**config.mk**
```make
export PLATFORM = sky130hd
export DESIGN_NAME = fnv1_64_case_folded_hex_hasher_unit_flat
export DESIGN_NICKNAME = d
export VERILOG_FILES = /design/src/hw/rtl/fnvh_pkg.sv /design/src/hw/rtl/fnvh_if.sv /design/src/hw/rtl/fnvh_hash_core.sv /design/src/hw/rtl/fnvh_hex_serializer.sv /design/src/hw/rtl/fnv1_64_case_folded_hex_hasher_unit.sv /design/src/flat_wrapper.sv
export SDC_FILE = /design/constraint.sdc
export NUM_CORES = 1
export LEC_CHECK = 0
export BUFFER_PORTS_ARGS = -buffer_cell sky130_fd_sc_hd__buf_2
export CORE_UTILIZATION = 55
export CTS_BUF_LIST = sky130_fd_sc_hd__clkbuf_2 sky130_fd_sc_hd__clkbuf_4 sky130_fd_sc_hd__clkbuf_8
export DETAILED_ROUTE_END_ITERATION = 16
export PLACE_DENSITY = 0.71
export SLEW_MARGIN = 20
export SYNTH_ARGS = -nofsm -noshare
export SYNTH_HDL_FRONTEND = slang
export SYNTH_SLANG_ARGS = --single-unit
```
**constraint.sdc**
```tcl
create_clock -name clock -period 7 [get_ports clock]
set_input_delay 0 -clock clock [delete_from_list [all_inputs] [get_ports clock]]
set_output_delay 0 -clock clock [all_outputs]
set_load 0.02 [all_outputs]
```
**src/hw/rtl/fnvh_pkg.sv**
```systemverilog
// ----------------------------------------------------------------------------
// fnvh_pkg
// Shared constants, types and helper functions for the FNV-1 64-bit
// case-folded hex hasher.
// ----------------------------------------------------------------------------
package fnvh_pkg;

   localparam int HASH_W     = 64;
   localparam int BYTE_W     = 8;
   localparam int NIB_W      = 4;
   localparam int CHAR_W     = 7;
   localparam int HEX_DIGITS = HASH_W / NIB_W;
   localparam int CNT_W      = $clog2(HEX_DIGITS);

   localparam logic [HASH_W-1:0] FNV_BASIS = 64'hCBF2_9CE4_8422_2325;
   localparam logic [HASH_W-1:0] TOP_BIT   = 64'h8000_0000_0000_0000;

   localparam logic [BYTE_W-1:0] UPPER_A    = 8'h41;
   localparam logic [BYTE_W-1:0] UPPER_Z    = 8'h5A;
   localparam logic [BYTE_W-1:0] CASE_DELTA = 8'h20;
   localparam logic [CHAR_W-1:0] ASCII_ZERO = 7'h30;
   localparam logic [CHAR_W-1:0] ASCII_A    = 7'h41;
   localparam logic [NIB_W-1:0]  NIB_TEN    = 4'd10;
   localparam logic [CNT_W-1:0]  LAST_DIGIT = CNT_W'(HEX_DIGITS - 1);

   // Finished hash handed from the hash core to the serializer
   typedef struct packed {
      logic              load;
      logic [HASH_W-1:0] hash;
   } fnvh_load_type;

   // Fold ASCII upper case to lower case, other bytes unchanged
   function automatic logic [BYTE_W-1:0] fold_case(input logic [BYTE_W-1:0] b);
      logic [BYTE_W-1:0] r;
      r = b;
      if (b >= UPPER_A && b <= UPPER_Z)
         r = b + CASE_DELTA;
      return r;
   endfunction

   // Multiply by the FNV prime 2^40 + 2^8 + 0xB3, modulo 2^64, as shifted adds
   function automatic logic [HASH_W-1:0] mul_prime(input logic [HASH_W-1:0] h);
      logic [HASH_W-1:0] r;
      r = (h << 40) + (h << 8) + (h << 7) + (h << 5) + (h << 4) + (h << 1) + h;
      return r;
   endfunction

   // One hash nibble to its upper-case ASCII hex digit
   function automatic logic [CHAR_W-1:0] nib_to_ascii(input logic [NIB_W-1:0] n);
      logic [CHAR_W-1:0] r;
      if (n < NIB_TEN)
         r = ASCII_ZERO + CHAR_W'(n);
      else
         r = ASCII_A + CHAR_W'(n - NIB_TEN);
      return r;
   endfunction

endpackage

```
**src/hw/rtl/fnvh_if.sv**
```systemverilog
// ----------------------------------------------------------------------------
// fnvh channel interfaces
// Valid/ready channels for message bytes, hex characters and the control
// register write port.
// ----------------------------------------------------------------------------
interface fnvh_req_if;
   logic       valid;
   logic       ready;
   logic [7:0] data_byte;
   logic       byte_present;
   logic       message_end;

   modport source (output valid, data_byte, byte_present, message_end, input ready);
   modport sink   (input valid, data_byte, byte_present, message_end, output ready);
endinterface

interface fnvh_rsp_if;
   logic       valid;
   logic       ready;
   logic [6:0] hex_char;
   logic       final_char;

   modport source (output valid, hex_char, final_char, input ready);
   modport sink   (input valid, hex_char, final_char, output ready);
endinterface

interface fnvh_csr_if;
   logic valid;
   logic ready;
   logic write_data;

   modport source (output valid, write_data, input ready);
   modport sink   (input valid, write_data, output ready);
endinterface

```
**src/hw/rtl/fnvh_hash_core.sv**
```systemverilog
// ----------------------------------------------------------------------------
// fnvh_hash_core
// Running FNV-1 64-bit hash: case fold, multiply by the prime, XOR the byte.
// Hands the finished hash to the serializer on a closing transfer.
// ----------------------------------------------------------------------------
module fnvh_hash_core (
   input  logic                         clock,
   input  logic                         reset,
   input  logic                         req_xfer,
   input  logic [fnvh_pkg::BYTE_W-1:0]  data_byte,
   input  logic                         byte_present,
   input  logic                         message_end,
   input  logic                         csr_xfer,
   input  logic                         csr_data,
   output fnvh_pkg::fnvh_load_type      load_out
);
   import fnvh_pkg::*;

   logic [HASH_W-1:0] hash_ff, hash_in;
   logic              force_top_ff, force_top_in;
   logic [HASH_W-1:0] stepped;

   // One FNV-1 step on the incoming byte
   always_comb begin
      stepped = hash_ff;
      if (byte_present)
         stepped = mul_prime(hash_ff) ^ HASH_W'(fold_case(data_byte));
   end

   // Next hash: advance, or restart after a closing transfer
   always_comb begin
      hash_in = hash_ff;
      if (req_xfer)
         hash_in = message_end ? FNV_BASIS : stepped;
   end

   // Control register
   always_comb begin
      force_top_in = csr_xfer ? csr_data : force_top_ff;
   end

   // Finished hash toward the serializer
   always_comb begin
      load_out.load = req_xfer && message_end;
      load_out.hash = force_top_ff ? (stepped | TOP_BIT) : stepped;
   end

   always_ff @(posedge clock) begin
      if (reset) begin
         hash_ff      <= FNV_BASIS;
         force_top_ff <= 1'b1;
      end else begin
         hash_ff      <= hash_in;
         force_top_ff <= force_top_in;
      end
   end

   // A closing transfer leaves the basis behind
   a_restart: assert property (@(posedge clock) disable iff (reset)
      load_out.load |=> hash_ff == FNV_BASIS)
      else $error("hash not restarted after message end");

   // No transfer, no change
   a_hold: assert property (@(posedge clock) disable iff (reset)
      !req_xfer |=> $stable(hash_ff))
      else $error("hash changed without a transfer");

   // Forced top bit shows in the handed-off hash
   a_force: assert property (@(posedge clock) disable iff (reset)
      load_out.load && force_top_ff |-> load_out.hash[HASH_W-1])
      else $error("top bit not forced");

endmodule

```
**src/hw/rtl/fnvh_hex_serializer.sv**
```systemverilog
// ----------------------------------------------------------------------------
// fnvh_hex_serializer
// Sends finished hashes as upper-case hex characters, most significant
// nibble first, marking the last. One more hash waits while one goes out.
// ----------------------------------------------------------------------------
module fnvh_hex_serializer (
   input  logic                         clock,
   input  logic                         reset,
   input  fnvh_pkg::fnvh_load_type      load_in,
   output logic                         free,
   output logic                         rsp_valid,
   input  logic                         rsp_ready,
   output logic [fnvh_pkg::CHAR_W-1:0]  hex_char,
   output logic                         final_char
);
   import fnvh_pkg::*;

   logic [HASH_W-1:0] shift_ff, shift_in;
   logic [HASH_W-1:0] hold_ff, hold_in;
   logic [CNT_W-1:0]  cnt_ff, cnt_in;
   logic              busy_ff, busy_in;
   logic              held_ff, held_in;
   logic              rsp_xfer;
   logic              last;

   assign last     = cnt_ff == LAST_DIGIT;
   assign rsp_xfer = busy_ff && rsp_ready;
   // Holding slot empty, or the held hash moves up as the last character leaves
   assign free     = !held_ff || (rsp_xfer && last);

   // Shift register, digit counter, busy flag and holding slot
   always_comb begin
      shift_in = shift_ff;
      cnt_in   = cnt_ff;
      busy_in  = busy_ff;
      hold_in  = hold_ff;
      held_in  = held_ff;
      if (rsp_xfer) begin
         shift_in = {shift_ff[HASH_W-NIB_W-1:0], NIB_W'(0)};
         cnt_in   = cnt_ff + CNT_W'(1);
         if (last)
            busy_in = 1'b0;
      end
      // Held hash starts once the current one is done
      if (!busy_in && held_ff) begin
         shift_in = hold_ff;
         cnt_in   = '0;
         busy_in  = 1'b1;
         held_in  = 1'b0;
      end
      // New hash goes straight out when idle, else waits in the slot
      if (load_in.load) begin
         if (!busy_in) begin
            shift_in = load_in.hash;
            cnt_in   = '0;
            busy_in  = 1'b1;
         end else begin
            hold_in = load_in.hash;
            held_in = 1'b1;
         end
      end
   end

   always_ff @(posedge clock) begin
      if (reset) begin
         cnt_ff  <= '0;
         busy_ff <= 1'b0;
         held_ff <= 1'b0;
      end else begin
         cnt_ff  <= cnt_in;
         busy_ff <= busy_in;
         held_ff <= held_in;
      end
      shift_ff <= shift_in;
      hold_ff  <= hold_in;
   end

   // Output character from the top nibble
   assign rsp_valid  = busy_ff;
   assign hex_char   = nib_to_ascii(shift_ff[HASH_W-1 -: NIB_W]);
   assign final_char = last;

   // Never load over a hash still waiting
   a_no_overrun: assert property (@(posedge clock) disable iff (reset)
      load_in.load |-> free)
      else $error("hash loaded while serializer full");

   // Busy drops only after the last character transfer
   a_busy_fall: assert property (@(posedge clock) disable iff (reset)
      $fell(busy_ff) |-> $past(rsp_xfer && last))
      else $error("serializer idled early");

   // Counter only moves on a transfer or a load
   a_cnt_hold: assert property (@(posedge clock) disable iff (reset)
      !rsp_xfer && !load_in.load |=> $stable(cnt_ff))
      else $error("digit counter moved without a transfer");

   // A hash waits only behind one being sent
   a_held_busy: assert property (@(posedge clock) disable iff (reset)
      held_ff |-> busy_ff)
      else $error("held hash with serializer idle");

endmodule

```
**src/hw/rtl/fnv1_64_case_folded_hex_hasher_unit.sv**
```systemverilog
// ----------------------------------------------------------------------------
// fnv1_64_case_folded_hex_hasher_unit
// FNV-1 64-bit hash over case-folded message bytes, emitted as 16 hex chars.
// ----------------------------------------------------------------------------
//  channel | dir | payload                                  | transfer
//  req_bus | in  | data_byte[7:0] byte_present message_end  | valid & ready
//  rsp_bus | out | hex_char[6:0] final_char                 | valid & ready
//  csr_bus | in  | write_data (force_top_bit)               | valid & ready
//
//  A byte is hashed in the cycle it is taken: one item per cycle while ready,
//  set by the shift-add prime multiply feeding back into the hash register.
//  A closing item hands its hash to the serializer; its 16 characters leave
//  one per cycle while rsp_bus is ready; a further hash waits in a holding slot.
//  Input stalls only while that slot is full, until the last character of
//  the hash going out transfers. First characters appear the cycle after.
//  Reset (synchronous) sets the hash to the offset basis and force_top_bit to 1.
//  csr_bus is always ready.
// ----------------------------------------------------------------------------
module fnv1_64_case_folded_hex_hasher_unit (
   input  logic        clock,
   input  logic        reset,
   fnvh_req_if.sink    req_bus,
   fnvh_rsp_if.source  rsp_bus,
   fnvh_csr_if.sink    csr_bus
);
   import fnvh_pkg::*;

   fnvh_load_type load;
   logic          ser_free;
   logic          req_xfer;
   logic          csr_xfer;

   assign req_bus.ready = ser_free;
   assign csr_bus.ready = 1'b1;
   assign req_xfer      = req_bus.valid && ser_free;
   assign csr_xfer      = csr_bus.valid;

   fnvh_hash_core u_core (
      .clock        (clock),
      .reset        (reset),
      .req_xfer     (req_xfer),
      .data_byte    (req_bus.data_byte),
      .byte_present (req_bus.byte_present),
      .message_end  (req_bus.message_end),
      .csr_xfer     (csr_xfer),
      .csr_data     (csr_bus.write_data),
      .load_out     (load)
   );

   fnvh_hex_serializer u_ser (
      .clock      (clock),
      .reset      (reset),
      .load_in    (load),
      .free       (ser_free),
      .rsp_valid  (rsp_bus.valid),
      .rsp_ready  (rsp_bus.ready),
      .hex_char   (rsp_bus.hex_char),
      .final_char (rsp_bus.final_char)
   );

endmodule

```
**src/flat_wrapper.sv**
```systemverilog
// flat-port wrapper written by rule: the top's interface ports become plain ports
module fnv1_64_case_folded_hex_hasher_unit_flat import fnvh_pkg::*;
  (clock, reset, req_bus_valid, req_bus_data_byte, req_bus_byte_present, req_bus_message_end, req_bus_ready, rsp_bus_valid, rsp_bus_hex_char, rsp_bus_final_char, rsp_bus_ready, csr_bus_valid, csr_bus_write_data, csr_bus_ready);
  fnvh_req_if req_bus_i ();
  fnvh_rsp_if rsp_bus_i ();
  fnvh_csr_if csr_bus_i ();
  input  logic clock;
  input  logic reset;
  input wire logic [$bits(req_bus_i.valid)-1:0] req_bus_valid;
  input wire logic [$bits(req_bus_i.data_byte)-1:0] req_bus_data_byte;
  input wire logic [$bits(req_bus_i.byte_present)-1:0] req_bus_byte_present;
  input wire logic [$bits(req_bus_i.message_end)-1:0] req_bus_message_end;
  output wire logic [$bits(req_bus_i.ready)-1:0] req_bus_ready;
  output wire logic [$bits(rsp_bus_i.valid)-1:0] rsp_bus_valid;
  output wire logic [$bits(rsp_bus_i.hex_char)-1:0] rsp_bus_hex_char;
  output wire logic [$bits(rsp_bus_i.final_char)-1:0] rsp_bus_final_char;
  input wire logic [$bits(rsp_bus_i.ready)-1:0] rsp_bus_ready;
  input wire logic [$bits(csr_bus_i.valid)-1:0] csr_bus_valid;
  input wire logic [$bits(csr_bus_i.write_data)-1:0] csr_bus_write_data;
  output wire logic [$bits(csr_bus_i.ready)-1:0] csr_bus_ready;
  assign req_bus_i.valid = req_bus_valid;
  assign req_bus_i.data_byte = req_bus_data_byte;
  assign req_bus_i.byte_present = req_bus_byte_present;
  assign req_bus_i.message_end = req_bus_message_end;
  assign req_bus_ready = req_bus_i.ready;
  assign rsp_bus_valid = rsp_bus_i.valid;
  assign rsp_bus_hex_char = rsp_bus_i.hex_char;
  assign rsp_bus_final_char = rsp_bus_i.final_char;
  assign rsp_bus_i.ready = rsp_bus_ready;
  assign csr_bus_i.valid = csr_bus_valid;
  assign csr_bus_i.write_data = csr_bus_write_data;
  assign csr_bus_ready = csr_bus_i.ready;
  fnv1_64_case_folded_hex_hasher_unit u_core (.clock(clock), .reset(reset), .req_bus(req_bus_i), .rsp_bus(rsp_bus_i), .csr_bus(csr_bus_i));
endmodule
```
# Word level (Yosys, flattened, before mapping)
# Index checks and enable logic that the tools add are counted.
# op_classes
addsub	11
order_cmp	3
n_eq_ne	1
mux	21
bitwise	1
n_reduce_logical	10
# op_table
cell	count
$mux W64	7
$add A64 B64 Y64	6
$xor A64 B8 Y64	1
$mux W4	4
$mux W8	2
$add A8 B6 Y8 const B	1
$ge A8 B7 Y1 const B	1
$le A8 B7 Y1 const B	1
$add A6 B4 Y7 const A	1
$add A7 B7 Y7 const A	1
$mux W1	7
$mux W7	1
$logic_and A1 B1 Y1	6
$sub A4 B4 Y5 const B	1
$add A4 B1 Y4 const B	1
$eq A4 B4 Y1 const B	1
$lt A4 B4 Y1 const B	1
$logic_not A1 Y1	2
$reduce_and A2 Y1	1
$logic_or A1 B1 Y1	1
# word_totals
register_bits	199
inputBits	16
output_inout_bits	11
wordCells	54

# Depth between registers and ports, before layout
# depth
ltp_word	11
depth_mapped	21

# Modules after synthesis
# From an unflattened synthesis, not the netlist that was laid out.
# hier_totals
hier_cells	2325
hier_area_um2	21027.7
# modules_own_cells
module	instances	cells_per_inst	area_each_um2	seq_area_each_um2
fnvh_hash_core	1	1609	13699.4	1301.2
fnvh_hex_serializer	1	713	7310.8	3323.2
fnv1_64_case_folded_hex_hasher_unit	1	3	17.5	0.0

# Least setup slack after synthesis
# No wires, ideal clock.
# synth_path
path_kind	register to register
startpoint	register u_core.u_core.hash_ff[0]
endpoint	register u_core.u_ser.shift_ff[42]
setup_ns	0.122
arrival_time_ns	4.949
required_ns	6.878
setup_slack_ns	1.929
stages_incl_launch_ff	19
n_path_buf	0
path_cell_list	dfxtp_1 -> inv_1 -> fa_1 -> inv_1 -> fa_1 -> inv_1 -> fa_1 -> inv_1 -> ha_1 -> ha_1 -> nand4_1 -> a2111o_1 -> a211oi_2 -> nor2_1 -> o31ai_1 -> a41oi_1 -> o21a_1 -> xnor2_1 -> a221o_1
# synth_between
elab_chain_len	11
# synth_lines
item	line_no	text
from (decl)	fnvh_hash_core.sv:19	logic [HASH_W-1:0] hash_ff, hash_in;
from (signal assigned)	fnvh_hash_core.sv:53	hash_ff <= hash_in;
$add A64 B64 Y64 (5 in series)	fnvh_pkg.sv:44	r = (h << 40) + (h << 8) + (h << 7) + (h << 5) + (h << 4) + (h << 1) + h;
$add A64 B64 Y64 (*)	fnvh_pkg.sv:44	
$xor A64 B8 Y64 (*)	fnvh_hash_core.sv:27	stepped = mul_prime(hash_ff) ^ HASH_W'(fold_case(data_byte));
$mux W64 (*)	fnvh_hash_core.sv:26	if (byte_present)
$mux W64 (*)	fnvh_hash_core.sv:45	load_out.hash = force_top_ff ? (stepped | TOP_BIT) : stepped;
$mux W64 (*)	fnvh_hex_serializer.sv:53	if (!busy_in) begin
$mux W64 (*)	fnvh_hex_serializer.sv:52	if (load_in.load) begin
via u_core.u_ser.shift_in[42]	fnvh_hex_serializer.sv:18	logic [HASH_W-1:0] shift_ff, shift_in;
to (signal assigned)	fnvh_hex_serializer.sv:74	shift_ff <= shift_in;
to (decl)	fnvh_hex_serializer.sv:18	
# Mark *: on every way through the listed nets, which the timed path passes. The rest lies on a longest branch.
# A chain may end at the register's enable or synchronous reset.

==> results.toml <==
[timing]
rsz_0062_raised_after_global_routing = "false"
slew_violations = 0
maxSlewHeadroom_pct = 28.7
timing.final.crit_period_ns = 6.08
maxClockFrequency_mhz = 165
tightestPinTransition_ns = 1.07
fin_skew_ns = 0.0224
setup_tns_ns = 0
layout_worst_path_cycle_share_pct = 86.8
final_hold_viol_count = 0
setup_viol_count_final = 0

[critical_path]
cp_common_cell = "inv_1"
worstPathCellList = "inv_1 > fa_1 > inv_1 > fa_1 > inv_1 > fa_1 > inv_1 > ha_1 > ha_1 > o21ai_1 > a211o_1 > a311oi_1 > o211ai_1 > a31oi_1 > nor2b_1 > o21ai_1 > a31oi_1 > xnor2_1 > a21o_1"
worst_path_dominant_cell_family = "adder cells"
timing.critical_path.required_ns = 7.36
worst_setup_path_end_kind = "flop"
critical_path_arrival_ns = 6.44
cp_num_buf_inv = 4
ff2ff_setup_slack_ns = 0.92
max_stage_delay_ns = 0.62
path_class = "flop to flop"
critical_path.slowest_cell = "fa_1"
crit_path_max_fanout = 7
critPathLaunchType = "flop"

[floorplan]
std_cell_rows = 68
die_width_um = 191
design.core.area_sq_mm = 0.0348
dieArea_sq_mm = 0.0364
io_pins = 27
initial_core_util_pct = 56.3
die_y_um = 191

[place]
place.detailed.instances = 2552
post_detail_place_hpwl_um = 40100
gpl.final_weighted_congestion = 0.987
numPortBuffers = 25

[layout]
final_net_count = 2501
antenna_cells = 0
layout.cells.non_filler = 2590
final_layout_size_suffix_gt1_share_pct = 5.53
final_common_cell = "inv_1"
layout.cells.most_common_list = "inv_1 (483), fa_1 (251), nand2_1 (142)"
syn_to_final_growth_pct = 4.31

[cts]
clock_tree_from_tritoncts = "done"
tritoncts_num_sinks = 199
ctsRootBufferMaster = "clkbuf_8"
cts.htree.levels = 4
max-clock-path-buffers = 2
clock_pin_transition_on_the_worst_setup_and_hold_timing_paths_ns = 0.10
numCtsBuffers = 17
worstSkewPairLatency_ns = 0.49

[global_route]
gr-usage-all-layers_pct = 29.3
grt_max_degree = 89
grt_remaining_overflow = 0
grt_pass1_vias = 14700
grt_pass1_wl_um = 81200
initial_antenna_violation_count = 0

[synthesis]
synth-edff-count = 64
yosys_register_bits = 199
ys.warnings.count = 0
library_cell_with_the_largest_summed_area_after_synthesis = "fa_1"
post_synth_num_cell_types = 75
synthesis.area_per_instance_sq_um = 9.08
synth_area_sq_mm = 0.0196
synth_area_leaders = "fa_1 (26%), dfxtp_1 (14%), edfxtp_1 (9.8%)"
share_of_the_synthesized_area_in_the_top_cell_type_pct = 25.6
seq_area_frac_synth_pct = 23.6
synth_nets = 2538
ys_async_sr_fraction_pct = 0
synth_top_flop_cell = "dfxtp_1"
syn-instance-count = 2159

[route]
number_of_iterations_in_the_first_detailed_routing_pass = 5
drt_iter0_drc = 1350
routed_wirelength_um = 50800
drc = 0
vias = 14800
avgRoutedWirePerCell_um = 19.6
route.detailed.vias_per_inst = 5.71
antenna_left = 0

[hold_path]
timing.hold.worst.class = "input pin to flop"

[outcome]
status = "finished clean"

[job]
drv.max_cap_violation_count = 0
==> cell families after synthesis <==
group                    share of synthesized area (%)
multiplexers                                      3.68
flip-flops                                        23.6
AO/OA/AOI/OAI                                     15.6
other                                           0.0191
AND/OR/NAND/NOR                                   9.46
buffers and inverters                             11.2
adder cells (fa/ha/maj)                           32.8
XOR/XNOR                                          3.62
==> final timing paths <==
| check | endpoint | startpoint | depth (start not counted) |
|---|---|---|---|
| worst min register to register | u_core.u_ser.cnt_ff[1] | u_core.u_ser.cnt_ff[1] | 2 |
| worst min-delay path | u_core.u_ser.held_ff | reset | 3 |
| worst max-delay path | u_core.u_ser.hold_ff[59] | u_core.u_core.hash_ff[10] | 19 |
| worst max register to register | u_core.u_ser.hold_ff[59] | u_core.u_core.hash_ff[10] | 19 |
==> worst min-delay path: cells and delay by family <==
family	cells	cell delay, ns
simple gates	1	0.13
buf+inv	2	0.34
==> registers in the layout, summed over array words and instances, names as in the netlist <==
name                        flops
u_core.u_ser.hold_ff           64
u_core.u_core.hash_ff          64
u_core.u_ser.cnt_ff             4
u_core.u_core.force_top_ff      1
u_core.u_ser.shift_ff          64
u_core.u_ser.held_ff            1
u_core.u_ser.rsp_valid          1
==> synthesized netlist by cell type, drive strengths merged, types with 5 or more instances <==
master and number:
clkbuf 78, mux2i 44, o211ai 44, and2 9, and3 10, dfxtp 135, a211oi 26, xnor2 53
edfxtp 64, xor2 28, o21bai 12, a21oi 116, nor2 92, nand4 17, ha 112, a31oi 14
buf 21, a221o 5, nand3 93, a21boi 7, nor3 12, a211o 6, mux2 25, inv 483
a22oi 22, a21o 66, o21a 6, fa 251, a22o 10, o21ai 91, nor2b 10, nand2 143
==> stage by stage <==
stage	util [%]	hold slack, ns	setup slack (ns)	cell area (sq um)
after floorplan	-	0.118	1.93	19600
after global placement	57.6	0.206	1.05	20000
after detailed placement	57.6	0.210	0.999	20000
after CTS	58.8	0.00693	0.951	20500
after global routing	58.8	0.0436	0.493	20500
final	58.8	0.0233	0.923	20500
==> metal layers <==
metal / GRT usage, % / vias to the layer above / wire [um]
li1: - / 6932 / -
met1: 42.9 / 7302 / 23700
met2: 43.3 / 489 / 21800
met3: 7.20 / 58 / 4240
met4: 7.54 / 0 / 1100
met5: 0 / - / 0
==> what timing repair did <==
action	in CTS	in global routing
buffers inserted	0	0
endpoints found under the hold margin	5	0
resized for setup	0	0
hold buffers	6	0
==> area by class of cell <==
type	count	area [sq um]
tap	455	569
inverter	483	1810
multi-input combinational	1378	12800
timing repair buffer	43	278
fill	3029	14300
clock inverter	15	118
clock buffer	17	234
sequential	199	4620
Power is not shown: default switching activity piles up to over one toggle a cycle in this logic, so the estimate is an artifact.
